`src/rtl/mmoc_pkg.sv`:
```
// Shared types, widths and helpers for the median/MAD outlier clip block.
// No dependencies; used by mmoc_amp and median_mad_outlier_clip_top.
package mmoc_pkg;

    localparam int AMP_W    = 24;   // Q16.8 amplitude
    localparam int SQ_W     = 32;   // re^2 + im^2
    localparam int WGT_W    = 16;   // Q8.8 weight
    localparam int THR_W    = 16;   // Q8.8 clip multiple
    localparam int CUT_W    = THR_W + AMP_W;
    localparam int FLAG_W   = 7;
    localparam int SAMPLE_W = 112;  // u, v, real, imag, weight
    localparam int IN_DATA_W  = 112;
    localparam int OUT_DATA_W = 120;
    localparam int OUT_USER_W = 2;

    localparam logic [THR_W-1:0] THR_RESET = 16'd1280;
    localparam logic [WGT_W-1:0] WGT_ONE   = 16'd256;

    // Control between the sequencer and the amplitude unit
    typedef struct packed {
        logic            start;
        logic [SQ_W-1:0] sum_sq;
        logic [WGT_W-1:0] weight;
    } amp_req_t;

    typedef struct packed {
        logic             done;
        logic [AMP_W-1:0] amp;
    } amp_rsp_t;

    function automatic logic [AMP_W-1:0] abs_diff(input logic [AMP_W-1:0] a,
                                                  input logic [AMP_W-1:0] b);
        return (a > b) ? (a - b) : (b - a);
    endfunction

endpackage

```
`src/rtl/mmoc_amp.sv`:
```
// Amplitude unit: floor(isqrt(s << 32) / w), saturated to Q16.8.
// Bit-serial square root (32 steps) then restoring divide (32 steps). Uses mmoc_pkg.
module mmoc_amp import mmoc_pkg::*; (
    input  logic     aclk,
    input  logic     aresetn,
    input  amp_req_t req,
    output amp_rsp_t rsp
);

    typedef enum logic [2:0] {
        A_IDLE = 3'b001,
        A_SQRT = 3'b010,
        A_DIV  = 3'b100
    } amp_state_t;

    amp_state_t        state_reg, state_next;
    logic [4:0]        step_reg, step_next;
    logic [31:0]       x_reg, x_next;
    logic [35:0]       rem_reg, rem_next;
    logic [31:0]       root_reg, root_next;
    logic [31:0]       dvd_reg, dvd_next;
    logic [15:0]       drem_reg, drem_next;
    logic [WGT_W-1:0]  div_reg, div_next;
    logic              done_reg, done_next;
    logic [AMP_W-1:0]  amp_reg, amp_next;

    logic [35:0] rem_sh, trial;
    logic        sq_ge;
    logic [16:0] dsh;
    logic        dv_ge;

    // one root digit and one quotient bit per step
    always_comb begin
        rem_sh = {rem_reg[33:0], x_reg[31:30]};
        trial  = {2'b00, root_reg, 2'b01};
        sq_ge  = (rem_sh >= trial);
        dsh    = {drem_reg, dvd_reg[31]};
        dv_ge  = (dsh >= {1'b0, div_reg});
    end

    always_comb begin
        state_next = state_reg;
        step_next  = step_reg;
        x_next     = x_reg;
        rem_next   = rem_reg;
        root_next  = root_reg;
        dvd_next   = dvd_reg;
        drem_next  = drem_reg;
        div_next   = div_reg;
        done_next  = 1'b0;
        amp_next   = amp_reg;
        case (state_reg)
            A_IDLE: begin
                if (req.start) begin
                    x_next     = req.sum_sq;
                    rem_next   = '0;
                    root_next  = '0;
                    div_next   = (req.weight == '0) ? WGT_ONE : req.weight;
                    step_next  = '0;
                    state_next = A_SQRT;
                end
            end
            A_SQRT: begin
                x_next    = {x_reg[29:0], 2'b00};
                rem_next  = sq_ge ? (rem_sh - trial) : rem_sh;
                root_next = {root_reg[30:0], sq_ge};
                step_next = step_reg + 5'd1;
                if (step_reg == 5'd31) begin
                    dvd_next   = {root_reg[30:0], sq_ge};
                    drem_next  = '0;
                    state_next = A_DIV;
                end
            end
            A_DIV: begin
                drem_next = dv_ge ? 16'(dsh - {1'b0, div_reg}) : dsh[15:0];
                dvd_next  = {dvd_reg[30:0], dv_ge};
                step_next = step_reg + 5'd1;
                if (step_reg == 5'd31) begin
                    amp_next   = (|dvd_reg[30:23]) ? {AMP_W{1'b1}}
                                                   : {dvd_reg[22:0], dv_ge};
                    done_next  = 1'b1;
                    state_next = A_IDLE;
                end
            end
            default: state_next = A_IDLE;
        endcase
    end

    always_ff @(posedge aclk) begin
        if (!aresetn) begin
            state_reg <= A_IDLE;
            done_reg  <= 1'b0;
        end else begin
            state_reg <= state_next;
            done_reg  <= done_next;
        end
        step_reg <= step_next;
        x_reg    <= x_next;
        rem_reg  <= rem_next;
        root_reg <= root_next;
        dvd_reg  <= dvd_next;
        drem_reg <= drem_next;
        div_reg  <= div_next;
        amp_reg  <= amp_next;
    end

    assign rsp.done = done_reg;
    assign rsp.amp  = amp_reg;

endmodule

```
`config.mk`:
```
export PLATFORM = sky130hd
export DESIGN_NAME = mmoc_amp
export DESIGN_NICKNAME = d
export VERILOG_FILES = /design/src/rtl/mmoc_pkg.sv /design/src/rtl/mmoc_amp.sv
export SDC_FILE = /design/constraint.sdc
export NUM_CORES = 1
export LEC_CHECK = 0
export BUFFER_PORTS_ARGS = -buffer_cell sky130_fd_sc_hd__clkbuf_2
export CAP_MARGIN = 20
export CORE_UTILIZATION = 60
export DETAILED_ROUTE_END_ITERATION = 10
export PLACE_DENSITY = 0.81
export SLEW_MARGIN = 10
export SYNTH_ARGS = -nofsm -noshare
export SYNTH_HDL_FRONTEND = slang
export SYNTH_SLANG_ARGS = --single-unit
```
`constraint.sdc`:
```
create_clock -name aclk -period 7.77 [get_ports aclk]
set_clock_uncertainty 0.15 [all_clocks]
set_input_delay 0.3885 -clock aclk [delete_from_list [all_inputs] [get_ports aclk]]
set_output_delay 0.3885 -clock aclk [all_outputs]
set_load 0.02 [all_outputs]
```
==> results by group <==
Status
  • Run status: finished clean

Yosys
  • Average cell area after synthesis: 10.5 µm²
  • Largest cells by area after synthesis: edfxtp_1 (54%), ha_1 (6.1%), nand2_1 (5.5%)
  • Most common library cells after synthesis: edfxtp_1 (191), nand2_1 (157), nor2_1 (115)
  • Yosys top cell area share: 0.538
  • Top-count cell post-synth: edfxtp_1
  • Synth area leader: edfxtp_1
  • Mapped Nets: 1121
  • Top FF cell, synth: edfxtp_1
  • Mapped Cells: 1017
  • Number of synthesized register bits: 195
  • Post-synthesis cell area: 0.0107 mm²
  • Seq/Total Area, Yosys: 0.546
  • Post-synth ARST share: 0
  • Yosys cell types: 65
  • Synth warn: 0
  • Post-synth EDFFs: about 190

Route
  • Post-Route WL: 21000 µm
  • DR pass1 iterations: 5
  • Routed Antenna Nets: 0
  • Via count: 7619
  • Vias per inst: just under 6
  • Routed length per instance: 16.0 µm
  • DRC Markers: 0
  • Initial DRC Count: about 580

CTS
  • Clk slew on worst S/H paths: approximately 70 ps
  • Num Clock Sinks: 195
  • CTS Root Cell: clkbuf_16
  • CTS tree: yes
  • Max Root-Sink Buffers: 2
  • TritonCTS buffer count: 17
  • PostCTS Resize Cnt: 0
  • Clk_lat worst skew: 440 ps
  • Post-CTS Setup Bufs: 0
  • Hold-fix buffers, CTS: 14
  • H-Tree Level Count: 4

Cells and area
  • Multi-input logic area: roughly 0.0044 mm²
  • Post-Layout Cell Count: 1316
  • Final #Nets: roughly 1200
  • N_diodes: 0
  • Max reg flops: 34
  • Fill cell count: 1279
  • Layout cells sized above 1: 0.136
  • P&R area growth vs syn: 12.0%
  • Register area: slightly below 0.006 mm²

Global route
  • Pin count of the biggest net entering global routing: between 90 and 100
  • Grt ovf: 0
  • Antenna violations before repair: 0
  • Overall Global Routing Usage: 0.244
  • Vias in the first global route: a little over 7000
  • First-pass GRT wire length: ~35000 µm

Worst setup path
  • Cell family with most CP delay: compound AO/OA/AOI/OAI gates
  • Worst-path fanout max: 13
  • Req. time, crit path: 7910 ps
  • CP bufs+invs: 1
  • Crit path from: drem_reg[5]$_SDFFCE_PN0P_
  • Worst r2r dst: drem_reg[6]$_SDFFCE_PN0P_
  • CP Cell Sequence: ha_1 -> a2111oi_0 -> a21oi_1 -> o21ai_4 -> o21ai_2 -> o41a_1 -> or2_1 -> a211oi_2 -> buf_4 -> mux2_2 -> nor2_1
  • R2R setup slack: 3660 ps
  • Crit-path max cell delay: 660 ps
  • Slowest cell on crit path: a211oi_2
  • CP endpoint kind: register
  • Setup crit start kind: register
  • Critical setup path kind: reg -> reg
  • Reg2Reg Depth: 11
  • FF-to-FF Start: drem_reg[5]$_SDFFCE_PN0P_
  • Crit path DAT: 4250 ps

Timing
  • Unrepaired setup endpoints after global routing: false
  • Final count of hold timing violations: 0
  • Setup tns final: 0 ps
  • Min Tclk post-route: a little over 4000 ps
  • Pins Over Slew Limit: 0
  • Peak Freq: roughly 240 MHz
  • Tcrit/Tclk final: 0.529
  • Setup ws final: 3660 ps
  • Max transition margin: 0.339
  • Worst Max-Slew Pin Slew: approximately 990 ps
  • Final setup vio count: 0
  • WHS: 7.15 ps

Die
  • IO Pins: 76
  • Height of the die: between 100 and 150 µm
  • Die ar.: 0.0183 mm²
  • Starting Density: 0.616
  • Die X: 135 µm
  • Placement Rows: 48
  • Core ar.: around 0.017 mm²

Power
  • Pwr/cell area: 216 mW/mm²
  • Peak supply drop: 0.000170 V
  • Power, Total: about 2.6 mW
  • LEAKAGE: between 4 and 5 nW

Placed design
  • Gpl congestion: 0.904
  • Inst Count DP: 1268
  • Port bufs: 75
  • Pre-CTS setup slack: 3790 ps
  • DP HPWL: 14200 µm

Job
  • Max_cap viols: 0

Worst hold path
  • Hold Path End: div_reg[11]$_SDFFCE_PN0P_
  • Min-Delay Path Class: in -> reg
  • Hold Path Stages: 1
  • Hold path start: req[11]
==> cell type report <==
type / instances / area share
Sequential cell: 195 / 0.487
Multi-Input combinational cell: 707 / 0.369
Timing Repair Buffer: 97 / 0.0505
Clock buffer: 19 / 0.0363
Tap cell: 225 / 0.0236
Inverter: 60 / 0.0189
Clock inverter: 13 / 0.0147
==> cell families (layout without fill, tap and decap cells) <==
| logic type | count (synthesis) | after routing | share of synthesized area |
|---|---|---|---|
| buffers and inverters | 115 | 189 | 0.0445 |
| adders and majority gates | 53 | 53 | 0.0629 |
| AOI/OAI and AO/OA | 192 | 192 | 0.116 |
| muxes | 42 | 42 | 0.0396 |
| xor gates and xnor gates | 40 | 40 | 0.0329 |
| DFF | 195 | 195 | 0.546 |
| and+or+nand+nor | 380 | 380 | 0.158 |
==> worst max-delay path by stage <==
| stage | endpoint | slack (ps) | cells after the start |
|---|---|---|---|
| 3_3_place_gp | rem_reg[27]$_SDFFCE_PN0P_ | 3900 | 11 |
| 6_report | drem_reg[6]$_SDFFCE_PN0P_ | 3660 | 11 |
| 5_1_grt | rem_reg[2]$_SDFFCE_PN0P_ | 3390 | 11 |
| 2_1_floorplan | state_reg[0]$_SDFFE_PN1P_ | 4060 | 4 |
| 3_5_place_dp | rem_reg[6]$_SDFFCE_PN0P_ | 3790 | 11 |
| 4_1_cts | rem_reg[2]$_SDFFCE_PN0P_ | 3730 | 11 |
==> per-stage QoR <==
step / utilization / cell area [µm²]
after floorplan: - / 10700
after CTS: 0.687 / 11900
final: 0.690 / 11900
after detailed placement: 0.644 / 11100
after global placement: 0.644 / 11100
after global routing: 0.690 / 11900
==> power by group <==
part / internal [mW] / switching (mW)
Sequential: 1.21 / 0.0193
Combinational: 0.176 / 0.258
Clock: 0.514 / 0.395
==> layer usage <==
| metal | vias to the layer above | GRT usage | wire, µm |
|---|---|---|---|
| li1 | 3731 | - | - |
| met1 | 3597 | 0.336 | 9530 |
| met2 | 262 | 0.392 | 9980 |
| met3 | 29 | 0.0355 | 1120 |
| met4 | 0 | 0.0930 | 362 |
| met5 | - | 0 | 0 |
==> layout by cell type, fill, tap and decap left out, drive strengths merged, types with 5 or more instances in the layout <==
master | Yosys | routed
inv | 60 | 65
nand2b | 5 | 5
a31oi | 7 | 7
nor2 | 115 | 115
nand3 | 13 | 13
o21ai | 67 | 67
a211oi | 9 | 9
nor3 | 8 | 8
dlygate4sd3 | 0 | 14
nand4 | 7 | 7
o21bai | 8 | 8
nor2b | 13 | 13
and3 | 8 | 8
and2 | 5 | 5
buf | 10 | 8
mux2i | 41 | 41
ha | 52 | 52
nor4 | 7 | 7
o21a | 6 | 6
or2 | 25 | 25
edfxtp | 191 | 191
or3 | 8 | 8
a21oi | 40 | 40
a21o | 21 | 21
nand2 | 157 | 157
clkbuf | 45 | 94
o211ai | 6 | 6
xnor2 | 26 | 26
xor2 | 14 | 14
No activity file was read; power rests on OpenSTA's default activity.
